## src/design/tsur_fifo.sv

```systemverilog
// Small first-in first-out queue of generic width.
// Used for the front-to-back queue and the result queue; needs no package.
module tsur_fifo #(
  parameter int unsigned Width = 8,
  parameter int unsigned Depth = 2
) (
  input  logic             clk_i,
  input  logic             rst_ni,
  input  logic             push_i,
  input  logic [Width-1:0] data_i,
  output logic             full_o,
  input  logic             pop_i,
  output logic [Width-1:0] data_o,
  output logic             empty_o
);

  localparam int unsigned PtrW = $clog2(Depth);
  localparam int unsigned CntW = $clog2(Depth + 1);

  logic [Width-1:0] mem_q [Depth];
  logic [PtrW-1:0]  wr_ptr_q, wr_ptr_d, rd_ptr_q, rd_ptr_d;
  logic [CntW-1:0]  cnt_q, cnt_d;
  logic             do_push, do_pop;

  assign full_o  = (cnt_q == CntW'(Depth));
  assign empty_o = (cnt_q == '0);
  assign do_push = push_i && !full_o;
  assign do_pop  = pop_i && !empty_o;
  assign data_o  = mem_q[rd_ptr_q];

  // Pointer and count update, wrapping at the queue depth.
  always_comb begin
    wr_ptr_d = wr_ptr_q;
    rd_ptr_d = rd_ptr_q;
    cnt_d    = cnt_q;
    if (do_push) begin
      wr_ptr_d = (wr_ptr_q == PtrW'(Depth - 1)) ? '0 : wr_ptr_q + PtrW'(1);
    end
    if (do_pop) begin
      rd_ptr_d = (rd_ptr_q == PtrW'(Depth - 1)) ? '0 : rd_ptr_q + PtrW'(1);
    end
    if (do_push && !do_pop) begin
      cnt_d = cnt_q + CntW'(1);
    end else if (do_pop && !do_push) begin
      cnt_d = cnt_q - CntW'(1);
    end
  end

  always_ff @(posedge clk_i or negedge rst_ni) begin
    if (!rst_ni) begin
      wr_ptr_q <= '0;
      rd_ptr_q <= '0;
      cnt_q    <= '0;
    end else begin
      wr_ptr_q <= wr_ptr_d;
      rd_ptr_q <= rd_ptr_d;
      cnt_q    <= cnt_d;
    end
  end

  // Storage write.
  always_ff @(posedge clk_i) begin
    if (do_push) begin
      mem_q[wr_ptr_q] <= data_i;
    end
  end

endmodule

```

## config.mk

```make
export PLATFORM = sky130hd
export DESIGN_NAME = tsur_fifo
export DESIGN_NICKNAME = d
export VERILOG_FILES = /design/src/design/tsur_fifo.sv
export SDC_FILE = /design/constraint.sdc
export NUM_CORES = 1
export LEC_CHECK = 0
export ABC_CLOCK_PERIOD_IN_PS = 1800
export CAP_MARGIN = 20
export CORE_UTILIZATION = 41
export CTS_BUF_LIST = sky130_fd_sc_hd__clkbuf_8 sky130_fd_sc_hd__clkbuf_16
export CTS_CLUSTER_SIZE = 10
export DETAILED_ROUTE_END_ITERATION = 8
export DONT_BUFFER_PORTS = 1
export SLEW_MARGIN = 5
export SYNTH_ARGS = -nofsm -noshare
export SYNTH_HDL_FRONTEND = slang
export SYNTH_SLANG_ARGS = --single-unit
```

## constraint.sdc

```tcl
create_clock -name clk_i -period 1.8 [get_ports clk_i]
set_input_delay 0.36 -clock clk_i [delete_from_list [all_inputs] [get_ports clk_i]]
set_output_delay 0.36 -clock clk_i [all_outputs]
set_load 0.01 [all_outputs]
```

Yosys cells after proc, flatten, opt, wreduce, memory -nomap -nowiden
Memories as Yosys holds them, arrays and structs flattened. Cells that the tools add are included.

Memories kept: 1. Input port bits: 12. Logic and storage cells: 25. Register bits: 4. Latch bits: 0. Output and inout bits: 10. ROM bits: 0. RAM bits: 16.

Memories: mem_q (depth 2, bits a word 8, rd ports 1, clocked after memory_dff 0, wr ports 1, line 20) `logic [Width-1:0] mem_q [Depth];`.

Bitwise operators: 0. Magnitude comparators: 0. Divide/modulo/power cells: 0. Shift operators: 0. Mux-type cells: 6. Reduce and logical (&&, ||, !) cells: 10. Multiply operators: 0. Add/sub/neg operators: 4. Eq/ne operators: 1.

Operators by type and width (number): logical AND 1 bit (4); zero test 1 bit (4); two-way mux 1 bit (4); two-way mux 2 bit (2); adder 1 bit, second input constant (2); adder 2 x 1 -> 2 bit, second input constant (1); equality test 2 bit, second input constant (1); zero test 2 bit (1); nonzero test 2 bit (1); subtractor 2 x 1 -> 2 bit, second input constant (1).

Logic depth before layout (Yosys ltp)
Word-level depth: 7. Mapped depth: 7. Depth with buffers taken out: 7.

Worst setup path before layout
Ideal clock, no wire load.

Kind: register to register. From: register cnt_q[0]. To: memory mem_q[0][0] (enable). Stages on the path, launching flop included: 4. Period minus slack after synthesis: 1.392 ns. Setup time: 0.370 ns. Required time: 1.430 ns. Slack: 0.408 ns. Path buffers: 0. Arrival: 1.022 ns. Cells stage by stage: dfrtp_1 -> nand2b_1 -> nand2_2 -> nor2_1.

Longest elaborated chain between the ends: 5.

Ends and longest elaborated chain: from (decl) (line 22) `logic [CntW-1:0] cnt_q, cnt_d;`; from (signal assigned) (line 57) `cnt_q <= cnt_d;`; equality test 2 bit (line 25) `assign full_o = (cnt_q == CntW'(Depth));`; zero test 1 bit (line 27) `assign do_push = push_i && !full_o;`; logical AND 1 bit (line 27); two-way mux 1 bit (line 63) `if (do_push) begin`; two-way mux 1 bit (implied by the code) (line 64) `mem_q[wr_ptr_q] <= data_i;`; to (decl) (line 20).

No other way between the ends.

Worst setup path after layout
From: register rd_ptr_q. To: output data_o[4].

Longest elaborated chain between the ends: 1.

Ends and longest elaborated chain: from (decl) (line 21) `logic [PtrW-1:0] wr_ptr_q, wr_ptr_d, rd_ptr_q, rd_ptr_d;`; from (signal assigned) (line 56) `rd_ptr_q <= rd_ptr_d;`; memory read (2 x 8 bit); to (decl) (line 13) `output logic [Width-1:0] data_o,`.

No other way between the ends.

==> flow_summary.json <==
{
  "leakage_uw": 0.0003350,
  "period_share": 0.9062,
  "grt_pass1_vias": 365,
  "pin_count": 22,
  "cp-start-kind": "flip-flop",
  "hold_class": "in -> reg",
  "power_density_nw_per_um2": 1753,
  "cts.hold.buffers_added": 1,
  "ctsResizeCount": 0,
  "grt_setup_unrepaired": "false",
  "ir_worst_vdd_uv": 929.1,
  "regToRegSetupSlack_ps": 330,
  "crit_path_cell_trace": "mux2_1",
  "routed_wire_length_per_instance_um": 14.80,
  "fin_skew_ps": 4.039,
  "synthDistinctLibCells": 15,
  "vias_per_cell": 4.811,
  "tns_ps": 0,
  "yosysSeqAreaShare": 0.7424,
  "worstSetupEndpointType": "output port",
  "setup_viol": 0,
  "antenna_found_initial": 0,
  "clkLatencyLatePin_ps": 250,
  "critPathKind": "reg -> out",
  "cap_violations": 0,
  "synth_cells": 44,
  "cp-endpoint": "data_o[4]",
  "cp_num_buf_inv": 0,
  "cts_tree": "built",
  "crit_cells": 1,
  "final_nets": 63,
  "fin_util": 0.5085,
  "clkTransAtPathRegs_ps": 70,
  "cpPeakStageDelay_ps": 600,
  "slowest_stage": "dfrtp_1",
  "status": "finished clean",
  "via_count": 356,
  "ant_nets": 0,
  "dieArea_um2": 2086,
  "post-route-min-period_ps": 1631,
  "coreArea_um2": 1764,
  "cts_setup_buffers": 0,
  "place_congestion": 0.7252,
  "slew_headroom": 0.7262,
  "arrival_ps": 1270,
  "port_buffers": 0,
  "yosys_warnings": 0,
  "drive_gt1_frac": 0.1837,
  "dp.cells": 69,
  "finalNonFillerCells": 74,
  "drtPass1Iterations": 2,
  "worst_slew_pin_slew_ps": 410.7,
  "avgSynthCellArea_um2": 17.77,
  "syn_nets": 57,
  "worstReg2RegEnd": "cnt_q[1]",
  "grt_pass1_wl_mm": 1.628,
  "n_antenna_cell": 0,
  "startpoint": "rd_ptr_q",
  "crit_fanout": 9,
  "post-route-drc-count": 0,
  "cts_root_buf": "clkbuf_8",
  "die_h_um": 45.67,
  "syn_area_um2": 782.0,
  "cts.sinks": 20,
  "r2r-start": "cnt_q[0]",
  "n_fill_cell": 157,
  "grt_max_degree": 13,
  "drtIter0Drc": 4,
  "critPathRequiredTime_ps": 1440,
  "maxSlewViolCount": 0,
  "finalWirelength_mm": 1.095,
  "syn2layout_area_growth_pct": 14.72,
  "initial_core_util": 0.4433,
  "synth-seq-cells": 20,
  "fp.dieW_um": 45.67,
  "hpwl_um": 822.7,
  "ctsLongestPathBuffers": 2,
  "cts_inserted_buffers": 3,
  "grt_overflow": 0,
  "track_usage": 0.1195,
  "cp_top_family": "flip-flops",
  "rr_worst_depth": 7,
  "h-tree-depth": 1,
  "rows": 15,
  "fmaxAchievable_mhz": 613.1,
  "finalHoldViolCount": 0
}
[logic make-up (layout without fill, tap and decap cells)]
family | count (synthesis) | after routing | share of synthesized area
simple gates | 6 | 6 | 0.03841
flops | 20 | 20 | 0.7424
xor+xnor | 5 | 5 | 0.06561
compound gates | 1 | 1 | 0.006394
mux | 8 | 8 | 0.1152
fa+ha+maj | 1 | 1 | 0.01600
buf+inv | 3 | 8 | 0.01600
[where the power goes]
| group | switching [uW] | internal (uW) | leakage [uW] |
|---|---|---|---|
| sequential | 105 | 647 | 0.000195 |
| clock | 136 | 296 | 0.0000357 |
| combinational | 212 | 177 | 0.000104 |
[synth_stat cells (all sizes together)]
master   n  share of area
and3     1         0.0080
buf      1         0.0064
dfrtp    4           0.13
edfxtp  16           0.61
ha       1          0.016
inv      2         0.0096
mux2     8           0.12
nand2    1         0.0080
nand2b   1         0.0080
nor2     3          0.014
o21ai    1         0.0064
xnor2    3          0.043
xor2     2          0.022
[cells in the final DEF (no fill, tap or decap), types with 2 or more instances in the layout]
cell,netlist,layout
xor2_1,2,2
nor2_1,3,3
mux2_1,6,6
xnor2_1,2,2
edfxtp_1,16,16
dfrtp_1,4,4
mux2_2,2,2
clkbuf_8,0,3
inv_1,2,2
[per-stage QoR]
step / area (um^2) / setup WS [ps] / total power, uW / hold WS (ps)
finish: 897.1 / 168.9 / 1573 / 199.2
detailed placement: 815.8 / 324.8 / 1157 / 64.51
CTS: 897.1 / 151.1 / 1595 / 195.9
floorplan: 782.0 / 407.8 / 1070 / 64.41
global route: 897.1 / 118.0 / 1660 / 189.6
global placement: 815.8 / 408.4 / 1121 / 64.53
[state kept, by name (all words and copies together) (netlist names)]
register	cells
mem_q	16
cnt_q	2
rd_ptr_q	1
wr_ptr_q	1
[layout make-up]
| class | instances | area [um^2] | area share |
|---|---|---|---|
| clock buffers | 3 | 41.29 | 0.04603 |
| clock inverters | 1 | 30.03 | 0.03347 |
| inverters | 2 | 7.507 | 0.008368 |
| multi-input cells | 21 | 188.9 | 0.2106 |
| flip-flops and latches | 20 | 580.6 | 0.6471 |
| well taps | 25 | 31.28 | 0.03487 |
| repair buffers | 2 | 17.52 | 0.01953 |
[worst min path at each step]
| stage | start | to | slack (ps) | cells after the start |
|---|---|---|---|---|
| 6_report | data_i[2] | mem_q[0][2] | 200 | 0 |
| 5_1_grt | data_i[6] | mem_q[0][6] | 190 | 0 |
| 4_1_cts | data_i[2] | mem_q[1][2] | 200 | 0 |
| 3_5_place_dp | rst_ni | cnt_q[1] | 60 | 0 |
| 3_3_place_gp | rst_ni | rd_ptr_q | 60 | 0 |
| 2_1_floorplan | rst_ni | cnt_q[0] | 60 | 0 |
[routing by layer]
metal / routed length [um] / up-vias / track usage
met5: 0 / - / 0
met4: 0 / 0 / 0.05455
met3: 87 / 0 / 0.03175
met2: 606 / 15 / 0.2086
met1: 401 / 174 / 0.1349
li1: - / 167 / -
(Power assumes the default switching activity.)
