===== src/design/tsur_pkg.sv =====
// Shared types, constants and helper functions for the tissue solute uptake block.
// Used by the front end, the back end and the top level; depends on nothing else.
package tsur_pkg;

  // Field widths.
  localparam int unsigned LevelW = 32;
  localparam int unsigned CoefW  = 31;
  localparam int unsigned SpanW  = 21;
  localparam int unsigned RampW  = 19;

  // Long-division geometry: divisor width, quotient bits and dividend width.
  localparam int unsigned DenW = 32;
  localparam int unsigned QuoW = 47;
  localparam int unsigned NumW = 78;

  // Oxygen breakpoints of the VEGF production curve, Q16.16.
  localparam logic signed [LevelW-1:0] LowOxygen  = 32'sd65536;
  localparam logic signed [LevelW-1:0] HighOxygen = 32'sd1310720;

  // Reciprocal of the ramp divisor 19^3 = 6859, scaled by 2^44 and rounded up.
  // The ramp dividend stays below 2^31.1, where this reciprocal gives the exact floor.
  localparam logic [DenW-1:0] RampRecip = 32'd2564832490;
  localparam int unsigned     RampShift = 44;

  // Largest solute count that is evaluated.
  localparam logic [2:0] MaxCount = 3'd4;

  // Configuration register indexes.
  typedef enum logic [2:0] {
    RegSoluteCount      = 3'd0,
    RegOxygenMaxRate    = 3'd1,
    RegOxygenHalfLevel  = 3'd2,
    RegVegfBaseRate     = 3'd3,
    RegVegfDecay        = 3'd4,
    RegLinearDecay      = 3'd5,
    RegHypoxicProdution = 3'd6,
    RegHypoxicDecay     = 3'd7
  } cfg_idx_e;

  // Oxygen region of the VEGF production curve.
  typedef enum logic [1:0] {
    RegionPeak = 2'd0,
    RegionRamp = 2'd1,
    RegionFlat = 2'd2
  } region_e;

  typedef struct packed {
    logic [2:0]       solute_count;
    logic [CoefW-1:0] oxygen_max_rate;
    logic [CoefW-1:0] oxygen_half_level;
    logic [CoefW-1:0] vegf_base_rate;
    logic [CoefW-1:0] vegf_decay;
    logic [CoefW-1:0] linear_decay;
    logic [CoefW-1:0] hypoxic_production;
    logic [CoefW-1:0] hypoxic_decay;
  } cfg_t;

  // Classified input word as it sits in the queue between front and back.
  typedef struct packed {
    logic signed [LevelW-1:0] oxygen_level;
    logic signed [LevelW-1:0] vegf_level;
    logic signed [LevelW-1:0] linear_level;
    logic signed [LevelW-1:0] hypoxic_level;
    logic [DenW-1:0]          den;
    logic [SpanW-1:0]         span;
    region_e                  region;
    logic                     oxy_neg;
  } front_item_t;

  typedef struct packed {
    logic signed [LevelW-1:0] oxygen_rate;
    logic signed [LevelW-1:0] oxygen_slope;
    logic signed [LevelW-1:0] vegf_rate;
    logic signed [LevelW-1:0] vegf_slope;
    logic signed [LevelW-1:0] linear_rate;
    logic signed [LevelW-1:0] linear_slope;
    logic signed [LevelW-1:0] hypoxic_rate;
    logic signed [LevelW-1:0] hypoxic_slope;
  } result_t;

  // A half level of zero acts as one LSB.
  function automatic logic [CoefW-1:0] half_eff(input cfg_t cfg);
    half_eff = (cfg.oxygen_half_level == '0) ? CoefW'(1) : cfg.oxygen_half_level;
  endfunction

  // Saturate a wide signed value to the signed 32-bit range.
  function automatic logic signed [LevelW-1:0] sat32(input logic signed [49:0] v);
    if (v > 50'sd2147483647) begin
      sat32 = 32'sh7FFFFFFF;
    end else if (v < -50'sd2147483648) begin
      sat32 = 32'sh80000000;
    end else begin
      sat32 = v[LevelW-1:0];
    end
  endfunction

endpackage


===== src/design/tsur_front.sv =====
// Front end: classifies one tissue point before it enters the queue.
// Depends on tsur_pkg for the configuration and queue word types.
module tsur_front
  import tsur_pkg::*;
(
  input  cfg_t                     cfg_i,
  input  logic signed [LevelW-1:0] oxygen_level_i,
  input  logic signed [LevelW-1:0] vegf_level_i,
  input  logic signed [LevelW-1:0] linear_level_i,
  input  logic signed [LevelW-1:0] hypoxic_level_i,
  output front_item_t              item_o
);

  logic [CoefW-1:0] kk;
  logic             neg;

  assign kk  = half_eff(cfg_i);
  assign neg = oxygen_level_i[LevelW-1];

  // Oxygen denominator and VEGF region with its distance to the upper breakpoint.
  always_comb begin
    item_o.oxygen_level  = oxygen_level_i;
    item_o.vegf_level    = vegf_level_i;
    item_o.linear_level  = linear_level_i;
    item_o.hypoxic_level = hypoxic_level_i;
    item_o.oxy_neg       = neg;
    item_o.den = neg ? DenW'(kk) : DenW'(oxygen_level_i[LevelW-2:0]) + DenW'(kk);
    item_o.span = '0;
    if (oxygen_level_i <= LowOxygen) begin
      item_o.region = RegionPeak;
    end else if (oxygen_level_i <= HighOxygen) begin
      item_o.region = RegionRamp;
      item_o.span   = SpanW'(HighOxygen - oxygen_level_i);
    end else begin
      item_o.region = RegionFlat;
    end
  end

endmodule


===== config.mk =====
export PLATFORM = sky130hd
export DESIGN_NAME = tsur_front
export DESIGN_NICKNAME = d
export VERILOG_FILES = /design/src/design/tsur_pkg.sv /design/src/design/tsur_front.sv
export SDC_FILE = /design/constraint.sdc
export NUM_CORES = 1
export LEC_CHECK = 0
export BUFFER_PORTS_ARGS = -buffer_cell sky130_fd_sc_hd__buf_2
export CAP_MARGIN = 20
export CORE_AREA = 4 4 204 206
export DETAILED_ROUTE_END_ITERATION = 7
export DIE_AREA = 0 0 208 210
export SETUP_SLACK_MARGIN = 0.2
export SLEW_MARGIN = 20
export SYNTH_ARGS = -nofsm -noshare
export SYNTH_HDL_FRONTEND = slang
export SYNTH_SLANG_ARGS = --single-unit
export TNS_END_PERCENT = 20

===== constraint.sdc =====
create_clock -name vclk -period 8.9
set_clock_uncertainty 0.15 [all_clocks]
set_input_delay 1.335 -clock vclk [all_inputs]
set_output_delay 1.335 -clock vclk [all_outputs]
set_load 0.005 [all_outputs]

# After elaboration in Yosys (flattened, before gate mapping)
# Index checks and enable logic that the tools add are counted.
# classes
mux,6
addsub,2
reduce_logical,1
order_cmp,2
# op_table
cell,count
$mux 21,2
$add 31x31->32,1
$le 32x18->1 const B,1
$le 32x22->1 const B,1
$mux 32,1
$logic_not 31->1,1
$mux 31,1
$sub 21x21->21 const A,1
$mux 2,2
# totals
regBits,0
output_inout_bits,184
wordCells,11
inputBits,348

# Depth between registers and ports, before layout
# logic_depth
word_depth,4
mapped_depth,12
ltp_nobuf,12

# Least setup slack after synthesis
# Ideal clock, no wire load.
# synth_path
path_type,input to output
start,input port cfg_i[163] in the netlist's numbering
end,output port item_o[54] in the netlist's numbering
path_buffers,0
stages,12
arrival_time_ns,3.768
path_slack_ns,3.647
required_ns,7.415
path_cell_list,nor4_1 -> nand4_1 -> o21bai_1 -> ha_1 -> fa_1 -> a21o_1 -> nand4_1 -> a2111oi_0 -> or3_1 -> a31oi_1 -> xor2_1 -> o21ai_0
# synth_lines
element,line,text
from (decl),tsur_front.sv:6,"input cfg_t cfg_i,"
to (decl),tsur_front.sv:11,output front_item_t item_o

==> results.txt <==
Power per Cell Area: 58.66 nW/µm²
register area: 0 µm²
# port buffers: 151
placed insts: 1099
status: finished, final reports clean
WP buf/inv: 3
non-filler cells, final: 1099
routability cong.: 0.8105
die area: 43680 µm²
RSZ-0062 raised after global routing: false
core box area: 39640 µm²
DR WL met2: 8.145 mm
Setup Viol. Count Final: 0
row count: 73
Detail Placement HPWL: 16.07 mm
CP Cell Sequence: buf_2, nor4_1, nand4_1, o21bai_1, ha_1, fa_1, a21o_1, nand4_1, nand3_1, a21oi_1, buf_4, a2111oi_0, nor3_1, a211oi_1, buf_2
type of origin of the critical path: input port
Pwr Total: 0.2382 mW
Yosys Warn Count: 0
Die Ht: 210 µm
Worst Path Max Fanout: 5
worst path arrival time: 4.91 ns
top layer in use: met5
Pre-antenna DRT Iters: 4
first-pass GRT wire length: 24.76 mm
Layout area overhead: 7.769%
Min Clock Period, post-route: 6.396 ns
most common cell after layout, fill and taps aside: buf_2
# Post-CTS Setup Buffers: 0
CP Capture Type: output pin
Final ANT Viol Nets: 0
Worst Tran Pin Value: 0.7303 ns
diode count: 0
antenna violations before repair: 1
Period Utilization, post-route: 71.86%
total via count in the routed design: 3808
number of max-cap violations: 0
Post-Route M1 WL: 7.252 mm
CTS hold repair buffers: 0
synthesized area: 3769 µm²
Slew headroom: 51.32%
synthesized netlist cell count: 593
Total GRT Usage: 7.453%
Via-to-Cell Ratio: 3.465
CP Class: input port to output pin
most frequent cells in the layout: buf_2 (151), nand2_1 (66), o21ai_0 (48), nor2_1 (47), a21oi_1 (47)
drt drc: 0
filler instances: 4691
First DRT Iteration DRCs: 171
Req. time, crit path: 7.41 ns
syn_area_per_cell: 6.355 µm²
# clk buffers: 0
I/O Pins: 532
Max Clock Freq: 156.4 MHz
Starting Density: 9.507%
DR WL met3: 2.189 mm
slowest stage cell, crit path: a2111oi_0
Mapped Nets: 974
Fin Setup TNS: 0 ns
IR drop worst, VDD: 0.009391 mV
flip-flop and latch count: 0
max-slew violations: 0
Chip Width: 208 µm
leakage: 1.711 nW
vias in the first global route: 3744
total grt overflow: 0
layout cells sized above 1: 29.09%
pin count of the biggest net entering global routing: 63
CP max stage delay: 0.63 ns
nets: 957
Hold Crit Class: input port to output pin
wire per inst: 16.21 µm
sequential-to-total area share from yosys stat: 0%
cell area after layout: 4061 µm²
Crit path max-delay family: compound AO/OA/AOI/OAI gates
post_cts resized: 0
count of cell types in the netlist: 50
placed instance area: 4061 µm²
final hold vios: 0
Routed WL: 17.82 mm
## path summary, 6_finish.rpt
| kind | slack, ns | from | endpoint | depth (start not counted) |
|---|---|---|---|---|
| worst max-delay path | 2.50 | cfg_i[178] | item_o[52] | 15 |
| worst min-delay path | 2.52 | linear_level_i[12] | item_o[100] | 0 |
## cells in the mapped netlist, drive strengths merged, types with 2 or more instances
cell type  count  share of area [%]
ha            32                 11
mux2           4                1.2
and3           2               0.33
inv           13                1.3
o211ai         2               0.40
nor2          47                4.7
a211o          3               0.70
o21bai         6                1.2
a21boi         4               0.80
nand4         11                1.8
xnor2         17                4.0
nor2b          6                1.0
or4            4               0.90
a21oi         48                6.5
nand3          4               0.53
clkbuf        42                4.2
nor4          13                2.2
nand2b         5                1.0
a2111oi        3               0.70
o21ai         49                6.5
o21a           4               0.80
nor3b          2               0.53
a211oi         8                1.6
buf          131                 26
a21o           8                1.6
a311oi         4               0.93
xor2          21                4.9
nor3          13                1.7
o31ai          3               0.60
or3            5               0.83
nand2         66                6.6
a31oi          2               0.33
## cell type report
cell class                      instances  area (µm²)  share of cell area, %
Inverter                               13       48.80                  1.201
Multi-Input combinational cell        407        2577                  63.46
Tap cell                              525       656.9                  16.17
Timing Repair Buffer                  154       778.2                  19.16
## metrics by stage
step           setup slack [ns]  utilization (%)  hold slack (ns)
5_1_grt                   2.184            10.25            2.520
6_report                  2.504            10.25            2.520
4_1_cts                   2.368            10.25            2.520
2_1_floorplan             3.647                -            2.601
3_3_place_gp              2.373            10.25            2.520
3_5_place_dp              2.404            10.25            2.520
## power by group
group | leakage (nW) | switching, mW | internal [mW]
Sequential | 0 | 0 | 0
Combinational | 1.71 | 0.146 | 0.0927
Clock | 0 | 0 | 0
## routing by layer
metal | up-vias | GRT usage, %
met1 | 1713 | 8.718
met5 | - | 0
met3 | 40 | 3.453
li1 | 1880 | -
met2 | 173 | 12.90
met4 | 2 | 0.9740
## logic make-up after synthesis
logic type               Yosys count  share of synthesized area (%)
multiplexers                       4                          1.195
XOR/XNOR                          38                          8.831
AND/OR/NAND/NOR                  185                          23.90
adder cells (fa/ha/maj)           33                          11.16
buffers and inverters            186                          31.61
AO/OA/AOI/OAI                    147                          23.31
Note: power is estimated with default switching activity, not from simulation.
